[src/rtl/dnsenc_pkg.sv]
`timescale 1ns / 1ps

package dnsenc_pkg;

	localparam logic       REQ_CHAR    = 1'b0;
	localparam logic       REQ_END     = 1'b1;
	localparam logic [7:0] DOT_CHAR    = 8'd46;
	localparam logic [7:0] CHAR_UPPER_A = 8'd65;
	localparam logic [7:0] CHAR_UPPER_Z = 8'd90;
	localparam logic [7:0] CASE_OFFSET = 8'd32;
	localparam logic [7:0] ROOT_BYTE   = 8'd0;

	typedef struct packed {
		logic       req_type;
		logic [7:0] char_code;
	} req_t;

	typedef struct packed {
		logic [7:0] wire_byte;
		logic       root_follows;
		logic       last;
		logic       error;
	} rsp_t;

	typedef enum logic [1:0] {
		ST_IDLE,
		ST_FLUSH_LEN,
		ST_FLUSH_BYTE,
		ST_EMIT_ONE
	} state_t;

	typedef struct packed {
		logic req_valid;
		logic req_end;
		logic is_dot;
		logic failed;
		logic label_empty;
		logic label_full;
		logic wire_empty;
		logic overflow;
		logic last_byte;
		logic out_free;
	} sts_t;

	typedef struct packed {
		logic ready;
		logic store_char;
		logic set_fail;
		logic start_flush;
		logic flush_final;
		logic start_one;
		logic one_err;
		logic emit_len;
		logic emit_byte;
		logic emit_one;
	} cmd_t;

endpackage

[src/rtl/dnsenc_chan_if.sv]
`timescale 1ns / 1ps

interface dnsenc_chan_if #(
	parameter type payload_t = logic
);
	logic     valid;
	logic     ready;
	payload_t payload;

	modport source (output valid, output payload, input ready);
	modport sink (input valid, input payload, output ready);
endinterface

[src/rtl/dnsenc_ram.sv]
`timescale 1ns / 1ps

module dnsenc_ram #(
	parameter int WIDTH = 8,
	parameter int DEPTH = 63,
	localparam int AW = (DEPTH > 1) ? $clog2(DEPTH) : 1
) (
	input  logic             clk,
	input  logic             we,
	input  logic [AW-1:0]    waddr,
	input  logic [WIDTH-1:0] wdata,
	input  logic [AW-1:0]    raddr,
	output logic [WIDTH-1:0] rdata
);

	logic [WIDTH-1:0] mem_q [DEPTH];

	always_ff @(posedge clk) begin
		if (we) begin
			mem_q[waddr] <= wdata;
		end
		rdata <= mem_q[raddr];
	end

endmodule

[src/rtl/dnsenc_ctrl.sv]
`timescale 1ns / 1ps

module dnsenc_ctrl
	import dnsenc_pkg::*;
(
	input  logic clk,
	input  logic arst_n,
	input  sts_t sts,
	output cmd_t cmd
);

	state_t state_q;
	state_t state_d;

	logic char_ok;
	logic dot_flush;
	logic dot_fail;
	logic char_store;
	logic char_fail;
	logic end_in;
	logic end_flush;
	logic end_one;
	logic end_term_ok;

	assign char_ok     = sts.req_valid && (sts.req_end == REQ_CHAR) && !sts.failed;
	assign dot_flush   = char_ok && sts.is_dot && !sts.label_empty && !sts.overflow;
	assign dot_fail    = char_ok && sts.is_dot && (sts.label_empty || sts.overflow);
	assign char_store  = char_ok && !sts.is_dot && !sts.label_full;
	assign char_fail   = char_ok && !sts.is_dot && sts.label_full;
	assign end_in      = sts.req_valid && (sts.req_end == REQ_END);
	assign end_flush   = end_in && !sts.failed && !sts.label_empty && !sts.overflow;
	assign end_one     = end_in && !end_flush;
	assign end_term_ok = !sts.failed && sts.label_empty && !sts.wire_empty;

	always_ff @(posedge clk or negedge arst_n) begin
		if (!arst_n) begin
			state_q <= ST_IDLE;
		end else begin
			state_q <= state_d;
		end
	end

	always_comb begin
		state_d = state_q;
		case (state_q)
			ST_IDLE: begin
				if (dot_flush || end_flush) begin
					state_d = ST_FLUSH_LEN;
				end else if (end_one) begin
					state_d = ST_EMIT_ONE;
				end
			end
			ST_FLUSH_LEN: begin
				if (sts.out_free) begin
					state_d = ST_FLUSH_BYTE;
				end
			end
			ST_FLUSH_BYTE: begin
				if (sts.out_free && sts.last_byte) begin
					state_d = ST_IDLE;
				end
			end
			ST_EMIT_ONE: begin
				if (sts.out_free) begin
					state_d = ST_IDLE;
				end
			end
			default: begin
				state_d = ST_IDLE;
			end
		endcase
	end

	always_comb begin
		cmd = '0;
		case (state_q)
			ST_IDLE: begin
				cmd.ready       = 1'b1;
				cmd.store_char  = char_store;
				cmd.set_fail    = dot_fail || char_fail;
				cmd.start_flush = dot_flush || end_flush;
				cmd.flush_final = end_flush;
				cmd.start_one   = end_one;
				cmd.one_err     = !end_term_ok;
			end
			ST_FLUSH_LEN: begin
				cmd.emit_len = sts.out_free;
			end
			ST_FLUSH_BYTE: begin
				cmd.emit_byte = sts.out_free;
			end
			ST_EMIT_ONE: begin
				cmd.emit_one = sts.out_free;
			end
			default: begin
				cmd = '0;
			end
		endcase
	end

endmodule

[src/rtl/dnsenc_dp.sv]
`timescale 1ns / 1ps

module dnsenc_dp
	import dnsenc_pkg::*;
#(
	parameter int MAX_LABEL = 63,
	parameter int MAX_WIRE  = 256
) (
	input  logic clk,
	input  logic arst_n,
	input  cmd_t cmd,
	output sts_t sts,
	input  logic req_valid,
	input  req_t req_data,
	output logic rsp_valid,
	input  logic rsp_ready,
	output rsp_t rsp_data
);

	localparam int AW  = (MAX_LABEL > 1) ? $clog2(MAX_LABEL) : 1;
	localparam int LCW = $clog2(MAX_LABEL + 1);
	localparam int WCW = $clog2(MAX_WIRE + 1);

	logic [LCW-1:0] label_count_q;
	logic [WCW-1:0] wire_count_q;
	logic           failed_q;
	logic [AW-1:0]  idx_q;
	logic           final_q;
	logic           err_q;
	logic           rsp_valid_q;
	rsp_t           rsp_q;

	logic [7:0]     folded;
	logic [7:0]     rdata;
	logic [AW-1:0]  raddr;
	logic [WCW:0]   wire_need;
	logic           last_byte;
	logic           out_free;

	always_comb begin
		folded = req_data.char_code;
		if (req_data.char_code inside {[CHAR_UPPER_A:CHAR_UPPER_Z]}) begin
			folded = req_data.char_code + CASE_OFFSET;
		end
	end

	assign wire_need = {1'b0, wire_count_q} + (WCW+1)'(label_count_q) + (WCW+1)'(2);
	assign last_byte = ((LCW'(idx_q) + LCW'(1)) == label_count_q);
	assign out_free  = !rsp_valid_q || rsp_ready;
	assign raddr     = (cmd.emit_byte && !last_byte) ? idx_q + AW'(1) :
	                   (cmd.emit_byte ? '0 : idx_q);

	dnsenc_ram #(
		.WIDTH (8),
		.DEPTH (MAX_LABEL)
	) u_label_ram (
		.clk   (clk),
		.we    (cmd.store_char),
		.waddr (label_count_q[AW-1:0]),
		.wdata (folded),
		.raddr (raddr),
		.rdata (rdata)
	);

	always_comb begin
		sts.req_valid   = req_valid;
		sts.req_end     = req_data.req_type;
		sts.is_dot      = (req_data.char_code == DOT_CHAR);
		sts.failed      = failed_q;
		sts.label_empty = (label_count_q == '0);
		sts.label_full  = (label_count_q >= LCW'(MAX_LABEL));
		sts.wire_empty  = (wire_count_q == '0);
		sts.overflow    = (wire_need > (WCW+1)'(MAX_WIRE));
		sts.last_byte   = last_byte;
		sts.out_free    = out_free;
	end

	always_ff @(posedge clk or negedge arst_n) begin
		if (!arst_n) begin
			label_count_q <= '0;
			wire_count_q  <= '0;
			failed_q      <= 1'b0;
			idx_q         <= '0;
			final_q       <= 1'b0;
			err_q         <= 1'b0;
			rsp_valid_q   <= 1'b0;
		end else begin
			if (cmd.store_char) begin
				label_count_q <= label_count_q + LCW'(1);
			end
			if (cmd.set_fail) begin
				failed_q <= 1'b1;
			end
			if (cmd.start_flush) begin
				final_q <= cmd.flush_final;
			end
			if (cmd.start_one) begin
				err_q <= cmd.one_err;
			end
			if (cmd.emit_byte) begin
				if (last_byte) begin
					idx_q         <= '0;
					label_count_q <= '0;
					if (final_q) begin
						wire_count_q <= '0;
						failed_q     <= 1'b0;
					end else begin
						wire_count_q <= wire_count_q + WCW'(1) + WCW'(label_count_q);
					end
				end else begin
					idx_q <= idx_q + AW'(1);
				end
			end
			if (cmd.emit_one) begin
				label_count_q <= '0;
				wire_count_q  <= '0;
				failed_q      <= 1'b0;
			end
			if (cmd.emit_len || cmd.emit_byte || cmd.emit_one) begin
				rsp_valid_q <= 1'b1;
			end else if (rsp_ready) begin
				rsp_valid_q <= 1'b0;
			end
		end
	end

	always_ff @(posedge clk) begin
		if (cmd.emit_len) begin
			rsp_q.wire_byte    <= 8'(label_count_q);
			rsp_q.root_follows <= final_q && (label_count_q == '0);
			rsp_q.last         <= final_q && (label_count_q == '0);
			rsp_q.error        <= 1'b0;
		end else if (cmd.emit_byte) begin
			rsp_q.wire_byte    <= rdata;
			rsp_q.root_follows <= final_q && last_byte;
			rsp_q.last         <= final_q && last_byte;
			rsp_q.error        <= 1'b0;
		end else if (cmd.emit_one) begin
			rsp_q.wire_byte    <= ROOT_BYTE;
			rsp_q.root_follows <= 1'b0;
			rsp_q.last         <= 1'b1;
			rsp_q.error        <= err_q;
		end
	end

	assign rsp_valid = rsp_valid_q;
	assign rsp_data  = rsp_q;

	a_label_bound: assert property (@(posedge clk) disable iff (!arst_n)
		label_count_q <= LCW'(MAX_LABEL))
		else $error("label count exceeds the label limit");

	a_wire_bound: assert property (@(posedge clk) disable iff (!arst_n)
		wire_count_q < WCW'(MAX_WIRE))
		else $error("wire count reached the wire limit");

	a_emit_free: assert property (@(posedge clk) disable iff (!arst_n)
		(cmd.emit_len || cmd.emit_byte || cmd.emit_one) |-> out_free)
		else $error("output register overwritten while still held");

	a_byte_nonempty: assert property (@(posedge clk) disable iff (!arst_n)
		cmd.emit_byte |-> (label_count_q != '0))
		else $error("label byte sent from an empty label");

	a_store_count: assert property (@(posedge clk) disable iff (!arst_n)
		cmd.store_char |=> (label_count_q == $past(label_count_q) + LCW'(1)))
		else $error("label count did not advance on a stored character");

endmodule

[src/rtl/dns_name_wire_encoder.sv]
`timescale 1ns / 1ps

// The encoder turns a dotted host name into its DNS wire form. The req channel
// carries one word per character (req_type 0) and one end word (req_type 1)
// that closes the name. The rsp channel carries the wire bytes, each with
// root_follows, last and error flags; the final word of a name has last set.
// A character word is taken and gives no output; upper case
// letters are folded to lower case and kept in the label RAM.
// A dot or end word after a nonempty label that fits starts a flush that sends
// the length byte and then the label bytes, one word per cycle while the
// receiver takes them, read back through the label RAM port.
// An end word that does not start a flush sends one terminator or error word.
// The start registers the controller state, then the first output word.
// Input is not taken while a flush or a single result is in progress.
// When the receiver stalls, the output register holds its word and the flush
// waits; no word is lost or repeated.
// Reset clears the counters, the error flag and the output valid; the label
// RAM needs no clearing.

module dns_name_wire_encoder
	import dnsenc_pkg::*;
#(
	parameter int MAX_LABEL = 63,
	parameter int MAX_WIRE  = 256
) (
	input logic           clk,
	input logic           arst_n,
	dnsenc_chan_if.sink   req,
	dnsenc_chan_if.source rsp
);

	cmd_t cmd;
	sts_t sts;
	req_t req_data;
	rsp_t rsp_data;
	logic rsp_valid;

	assign req_data    = req.payload;
	assign req.ready   = cmd.ready;
	assign rsp.valid   = rsp_valid;
	assign rsp.payload = rsp_data;

	dnsenc_ctrl u_ctrl (
		.clk    (clk),
		.arst_n (arst_n),
		.sts    (sts),
		.cmd    (cmd)
	);

	dnsenc_dp #(
		.MAX_LABEL (MAX_LABEL),
		.MAX_WIRE  (MAX_WIRE)
	) u_dp (
		.clk       (clk),
		.arst_n    (arst_n),
		.cmd       (cmd),
		.sts       (sts),
		.req_valid (req.valid),
		.req_data  (req_data),
		.rsp_valid (rsp_valid),
		.rsp_ready (rsp.ready),
		.rsp_data  (rsp_data)
	);

endmodule

[src/flat_wrapper.sv]
// flat-port wrapper written by rule: the top's interface ports become plain ports
module dns_name_wire_encoder_flat import dnsenc_pkg::*;
#(
	parameter int MAX_LABEL = 63,
	parameter int MAX_WIRE  = 256
)
  (clk, arst_n, req_valid, req_payload, req_ready, rsp_valid, rsp_payload, rsp_ready);
  dnsenc_chan_if #(.payload_t(req_t)) req_i ();
  dnsenc_chan_if #(.payload_t(rsp_t)) rsp_i ();
  input logic clk;
  input logic arst_n;
  input wire logic [$bits(req_i.valid)-1:0] req_valid;
  input wire logic [$bits(req_i.payload)-1:0] req_payload;
  output wire logic [$bits(req_i.ready)-1:0] req_ready;
  output wire logic [$bits(rsp_i.valid)-1:0] rsp_valid;
  output wire logic [$bits(rsp_i.payload)-1:0] rsp_payload;
  input wire logic [$bits(rsp_i.ready)-1:0] rsp_ready;
  assign req_i.valid = req_valid;
  assign req_i.payload = req_payload;
  assign req_ready = req_i.ready;
  assign rsp_valid = rsp_i.valid;
  assign rsp_payload = rsp_i.payload;
  assign rsp_i.ready = rsp_ready;
  dns_name_wire_encoder #(.MAX_LABEL(MAX_LABEL), .MAX_WIRE(MAX_WIRE)) u_core (.clk(clk), .arst_n(arst_n), .req(req_i), .rsp(rsp_i));
endmodule
[config.mk]
export PLATFORM = sky130hd
export DESIGN_NAME = dns_name_wire_encoder_flat
export DESIGN_NICKNAME = d
export VERILOG_FILES = /design/src/rtl/dnsenc_pkg.sv /design/src/rtl/dnsenc_chan_if.sv /design/src/rtl/dnsenc_ram.sv /design/src/rtl/dnsenc_ctrl.sv /design/src/rtl/dnsenc_dp.sv /design/src/rtl/dns_name_wire_encoder.sv /design/src/flat_wrapper.sv
export SDC_FILE = /design/constraint.sdc
export NUM_CORES = 1
export LEC_CHECK = 0
export ABC_AREA = 1
export BUFFER_PORTS_ARGS = -buffer_cell sky130_fd_sc_hd__buf_2
export CORE_UTILIZATION = 25
export CTS_CLUSTER_SIZE = 14
export DETAILED_ROUTE_END_ITERATION = 16
export HOLD_SLACK_MARGIN = 0.06
export SLEW_MARGIN = 25
export SYNTH_ARGS = -nofsm -noshare
export SYNTH_HDL_FRONTEND = slang
export SYNTH_SLANG_ARGS = --single-unit
[constraint.sdc]
create_clock -name clk -period 3.3 [get_ports clk]
set_clock_uncertainty 0.15 [all_clocks]
set_input_delay 0.165 -clock clk [delete_from_list [all_inputs] [get_ports clk]]
set_output_delay 0.165 -clock clk [all_outputs]
set_load 0.02 [all_outputs]
# Word level (Yosys, flattened, before mapping)
# Memory sizes are Yosys's and may differ from the RTL's. A register that Yosys moved wholly into a read port is not among the register bits.
# Index checks and enable logic that the tools add are counted.
[totals] reg_bits=38 ram_bits=504 in_bits=13 output_inout_bits=13 n_memories=1
[classes] n_addsub=7 order_cmp=4 eq_ne=9 mux=34 bitwise_logic=1 reduce_logical=47
[memory_table] memory="u_core.u_dp.u_label_ram.mem_q" depth=63 width=8 read_ports=1 rd_clocked_by_memory_dff=1 wr=1 line_no="dnsenc_ram.sv:16" source="logic [WIDTH-1:0] mem_q [DEPTH];"
[ops] operator="$mux 9" n=5
[ops] operator="$mux 6" n=7
[ops] operator="$mux 11" n=2
[ops] operator="$logic_and 1x1->1" n=21
[ops] operator="$add 6x1->6 const B" n=2
[ops] operator="$mux 1" n=12
[ops] operator="$add 10x2->10 const B" n=1
[ops] operator="$add 9x6->10" n=1
[ops] operator="$gt 10x9->1 const B" n=1
[ops] operator="$logic_not 1->1" n=10
[ops] operator="$mux 2" n=5
[ops] operator="$add 9x1->9 const B" n=1
[ops] operator="$add 9x6->9" n=1
[ops] operator="$logic_not 9->1" n=1
[ops] operator="$add 8x6->8 const B" n=1
[ops] operator="$eq 8x6->1 const B" n=1
[ops] operator="$ge 8x7->1 const B" n=1
[ops] operator="$le 8x7->1 const B" n=1
[ops] operator="$mux 8" n=1
[ops] operator="$pmux 2 s4" n=1
[ops] operator="$mux 7" n=1
[ops] operator="$eq 6x6->1" n=1
[ops] operator="$ge 6x6->1 const B" n=1
[ops] operator="$logic_not 6->1" n=1
[ops] operator="12 further kinds" n=22

# Logic depth before layout (Yosys ltp)
[depth] ltp_word=13 ltp_mapped=21 mapped_depth_nobuf=21

# Modules after synthesis
# From an unflattened synthesis, not the netlist that was laid out.
[unflattened] cells_unflattened=2210 area_unflattened_um2=23781.6
[by_module_without_submodules] module="dnsenc_ram" n_inst=1 cells_each=1780 area_each_um2=20823.7
[by_module_without_submodules] module="dnsenc_dp" n_inst=1 cells_each=385 area_each_um2=2701.3
[by_module_without_submodules] module="dnsenc_ctrl" n_inst=1 cells_each=45 area_each_um2=256.5

# Worst setup path after synthesis
# No wires, ideal clock.
[synth_timing] path_type="input -> register" startpoint="input req_payload[7]" endpoint="memory u_core.u_dp.u_label_ram.mem_q[0][7], data pin" arrival_ns=2.150 path_slack_ns=0.474 path_stages=3 path_buffers=0 path_cell_list="nor3_1 > o211ai_1 > o21bai_1"
[synth_between] elab_chain_cells=3 elab_cells_between_ends=5 cone_classes="1 x add/sub; 2 x order compare; 1 x mux; 1 x reduce/logical"
[synth_lines] item="from (decl)" line_no="flat_wrapper.sv:13" source="input wire logic [$bits(req_i.payload)-1:0] req_payload;"
[synth_lines] item="$ge 8x7->1 or $le 8x7->1 (tied branches)" line_no="dnsenc_dp.sv:42" source="if (req_data.char_code inside {[CHAR_UPPER_A:CHAR_UPPER_Z]}) begin"
[synth_lines] item="$logic_and 1x1->1" line_no="dnsenc_dp.sv:42"
[synth_lines] item="$mux 8 *" line_no="dnsenc_dp.sv:42"
[synth_lines] item="net u_core.u_dp.folded[7]" line_no="dnsenc_dp.sv:33" source="logic [7:0] folded;"
[synth_lines] item="to (decl)" line_no="dnsenc_ram.sv:16"
# Mark *: on every way through the listed nets, which the timed path passes. The rest lies on a longest branch.

# Worst setup path after layout
[layout_timing] startpoint="register u_core.u_dp.idx_q[1]" endpoint="register u_core.u_dp.u_label_ram.rdata[3] (read register of u_core.u_dp.u_label_ram.mem_q)"
[layout_between] elab_chain_cells=5 elab_cells_between_ends=6 cone_classes="1 x add/sub; 1 x eq/ne; 2 x mux; 2 x reduce/logical"
[layout_lines] item="from (decl)" line_no="dnsenc_dp.sv:27" source="logic [AW-1:0] idx_q;"
[layout_lines] item="from (signal assigned)" line_no="dnsenc_dp.sv:111" source="idx_q <= idx_q + AW'(1);"
[layout_lines] item="$add 6x1->6" line_no="dnsenc_dp.sv:48, dnsenc_dp.sv:50"
[layout_lines] item="$eq 6x6->1" line_no="dnsenc_dp.sv:48" source="assign last_byte = ((LCW'(idx_q) + LCW'(1)) == label_count_q);"
[layout_lines] item="$logic_not 1->1" line_no="dnsenc_dp.sv:50" source="assign raddr = (cmd.emit_byte && !last_byte) ? idx_q + AW'(1) :"
[layout_lines] item="$logic_and 1x1->1" line_no="dnsenc_dp.sv:50"
[layout_lines] item="$mux 6 *" line_no="dnsenc_dp.sv:50"
[layout_lines] item="to (decl)" line_no="dnsenc_ram.sv:13" source="output logic [WIDTH-1:0] rdata"
# Every way passes the cells marked *; elsewhere a longest branch is shown, timed or not.
# A chain may end at the register's enable or synchronous reset.

==> results.md <==
- Status: complete, no violations
- Final wirelength: between 70000 and 80000 um
- All-layer global routing usage: 0.135
- Worst path cell trace: ha_1 -> inv_1 -> nand2_1 -> nand2_1 -> nand2_1 -> nand2_1 -> nand2_1 -> nor2_1 -> nand3_4 -> buf_4 -> o21ai_4 -> buf_4 -> buf_12 -> nand2_1 -> nand3_1 -> nand3_1 -> nand3_1 -> nand3_1 -> nand2_1
- Slowest CP cell: dfrtp_1
- Input/output buffers: 25
- Final period util: 0.954
- Cell mode on critical path: nand2_1
- Yosys top cell area share: 0.616
- Largest net degree at the start of global routing: between 100 and 150
- Hold_sp: req_payload[6]
- VDD IR max: roughly 0.00049 V
- Worst-Margin Slew: around 0.92 ns
- Dpl hpwl: about 42000 um
- H-tree depth: 2
- Synth area leader: edfxtp_1
- Cells taking the most area after synthesis: edfxtp_1 62%, nand3_1 12%, nand2_1 8.0%
- WL/cell: approximately 19 um
- Core footprint: between 90000 and 100000 um2
- CTS tree: done
- Width of the die: approximately 320 um
- Via density: approximately 4.7
- Share of layout cells above drive strength 1: 0.0901
- Final hold viol count: 0
- Post-Syn Instances: 2421
- I/O Pins: 26
- Syn Area/Cell: just over 10 um2
- Std-Cell Rows: 115
- Worst setup SP type: flop
- Top_reg_cell synth: edfxtp_1
- Crit path max-delay family: simple AND/OR/NAND/NOR gates
- GR Layer Usage met2: 0.215
- Worst hold endpoint: u_core.u_dp.u_label_ram.mem_q[62][6]$_DFFE_PP_
- Syn Nets: approximately 2500
- Leak: 0.0114 uW
- Most instantiated cells after synthesis: 588 x nand3_1, 535 x nand2_1, 512 x edfxtp_1
- Most common cell in the netlist: nand3_1
- Multi-input combinational cell area: between 7000 and 8000 um2
- Antenna cells: 0
- Max Fclk: approximately 320 MHz
- Clock tree buffer depth: 3
- Antenna-violating nets left: 0
- Initial antenna violation count: 2
- Slew Viols, Final: 0
- Placed Instance Area: ~27000 um2
- Finished layout cell area: roughly 30000 um2
- Post-synth cell types: 40
- CTS buffer count: 59
- Critical Path Sink Type: flop
- Number of flops mapped to enable cells by yosys: between 500 and 600
- Synthesis-stage register bit count: between 500 and 600
- CP bufs+invs: 4
- Vias in the first global route: between 15000 and 20000
- Gr ovfl total: 0
- Slew HR: 0.389
- DR DRC count: 0
- Pre-Repair DR Iteration Count: 7
- Met1 usage: 0.185
- Max_cap viols: 0
- Clk pwr share: 0.246
- Initial DRC count: about 2100
- Net Sw Power: around 12000 uW
- Clk slew on worst S/H paths: 0.07 ns
- Mapped Area: between 20000 and 25000 um2
- R2R Path End: u_core.u_dp.u_label_ram.rdata[3]$_DFF_P_
- Critical path type: reg -> reg
- Initial Util: 0.253
- Sw frac: 0.424
- Warnings, synthesis: 0
- CTS root buf: clkbuf_16
- Int Pwr: 15900 uW
- GRT busiest layer: met2
- Grt met3 use: 0.0185
- Sequential Power Share: 0.301
- WHS Path Cells: 4
- DIE AREA: a little over 100000 um2
- CTS sink count: between 500 and 600
- First-pass GRT wire length: 106000 um
- Setup tns final: 0 ns
- Reg2Reg Depth: 19
- Area delta synth->final: 17.0%
- CP peak stage delay: 0.42 ns
- Final GP Congestion: roughly 0.87
- Chip height: 318 um
- Via count: ~18000
- FFs w/ async S/R, synth: 0.0491
- FF/Latch Area: around 16000 um2
- Flop2flop setup slack: between 0.15 and 0.2 ns
- Seq/Total Area, Yosys: 0.651
- Period minus WS final: 3.15 ns
- RSZ-0062 raised after global routing: false
- Worst skew pair latency: roughly 0.64 ns
- Required time of the critical path: 3.72 ns
- Final setup viols: 0
- Layout fillers: 10200
- Hold WC Path Type: in -> reg
- Total Nets Final: roughly 2500
- Maximum fanout along the worst path: 38
- Comb pwr share: 0.454
- Cell area power density: 942 nW/um2
- CP arrival: ~3.6 ns
- Worst path depth: 19
- FF-to-FF Start: u_core.u_dp.idx_q[1]$_DFFE_PN0P_
==> layout by cell type (no fill, tap or decap), types with 25 or more instances in the layout <==
cell / n
clkbuf_16: 64
nand3b_1: 88
nor2_1: 100
dfrtp_1: 26
nand2_1: 534
nand3_1: 586
inv_1: 292
buf_4: 54
edfxtp_1: 512
buf_2: 25
==> through the flow <==
step           hold WS (ns)  total power (uW)   util  cells  worst slack, ns
3_5_place_dp         0.0841             20300  0.273   3669            0.143
2_1_floorplan        -0.281             16100      -   2421            0.474
4_1_cts              0.0929             27100  0.294   3786            0.118
6_report              0.105             27500  0.296   3795            0.151
3_3_place_gp         0.0786             20300  0.273   3669           0.0757
5_1_grt               0.125             29000  0.296   3795           0.0202
==> area by class of cell <==
type,instances,share of cell area
tap,1287,0.0551
timing repair buffer,115,0.0406
clock buffer,78,0.0544
multi-input combinational,1435,0.241
clock inverter,30,0.0130
inverter,300,0.0385
sequential,550,0.557
==> worst reg2reg max path, cell delays in order, from the launching register on <==
cell	delay (ns)
dfrtp_1	0.42
ha_1	0.26
inv_1	0.07
nand2_1	0.06
nand2_1	0.08
nand2_1	0.06
nand2_1	0.06
nand2_1	0.05
nor2_1	0.16
nand3_4	0.15
buf_4	0.21
o21ai_4	0.25
buf_4	0.17
buf_12	0.18
nand2_1	0.14
nand3_1	0.07
nand3_1	0.09
nand3_1	0.24
nand3_1	0.14
nand2_1	0.08
==> logic make-up (layout without fill, tap and decap cells) <==
| family | after synthesis | after routing | share of synthesized area |
|---|---|---|---|
| AO/OA/AOI/OAI | 58 | 58 | 0.0144 |
| XOR/XNOR | 8 | 8 | 0.00281 |
| AND/OR/NAND/NOR | 1348 | 1349 | 0.249 |
| adder cells (fa/ha/maj) | 20 | 20 | 0.0112 |
| flip-flops | 550 | 550 | 0.651 |
| buffers and inverters | 437 | 523 | 0.0715 |
==> state kept, by name (all words and copies together), names as in the netlist <==
| register | count |
|---|---|
| u_core.u_dp.u_label_ram.mem_q | 504 |
| u_core.u_dp.rsp_data | 11 |
| u_core.u_dp.wire_count_q | 9 |
| u_core.u_dp.u_label_ram.rdata | 8 |
| u_core.u_dp.idx_q | 6 |
| u_core.u_dp.label_count_q | 6 |
| u_core.u_ctrl.state_q | 2 |
| u_core.u_dp.err_q | 1 |
| u_core.u_dp.failed_q | 1 |
| u_core.u_dp.final_q | 1 |
| u_core.u_dp.rsp_valid | 1 |
==> worst max-delay path by stage <==
stage | startpoint | end
global placement | u_core.u_dp.idx_q[1]$_DFFE_PN0P_ | u_core.u_dp.u_label_ram.rdata[2]$_DFF_P_
finish | u_core.u_dp.idx_q[1]$_DFFE_PN0P_ | u_core.u_dp.u_label_ram.rdata[3]$_DFF_P_
detailed placement | u_core.u_dp.idx_q[1]$_DFFE_PN0P_ | u_core.u_dp.u_label_ram.rdata[2]$_DFF_P_
CTS | u_core.u_dp.idx_q[1]$_DFFE_PN0P_ | u_core.u_dp.u_label_ram.rdata[2]$_DFF_P_
floorplan | req_payload[7] | u_core.u_dp.u_label_ram.mem_q[0][7]$_DFFE_PP_
global route | u_core.u_dp.label_count_q[2]$_DFF_PN0_ | u_core.u_ctrl.state_q[0]$_DFFE_PN0P_
==> metal layers <==
layer  vias to the layer above  routed length, um
li1                       8331                  -
met1                      8680              30800
met2                       697              32800
met3                       127               4900
met4                         2               2610
met5                         -                 12
==> power groups by stage <==
stage | Clock, uW | Sequential, uW | Combinational, uW
global route | 7120 | 8310 | 13600
detailed placement | 0 | 8430 | 11900
floorplan | 0 | 8380 | 7720
finish | 6760 | 8280 | 12500
global placement | 0 | 8420 | 11900
CTS | 6830 | 8280 | 12000
==> repair_timing <==
action	in CTS	in global routing
setup buffers	0	4
hold endpoints to repair	43	0
setup endpoints to repair	0	10
gates resized for setup	0	10
hold buffers	9	0
(Power assumes the default switching activity.)
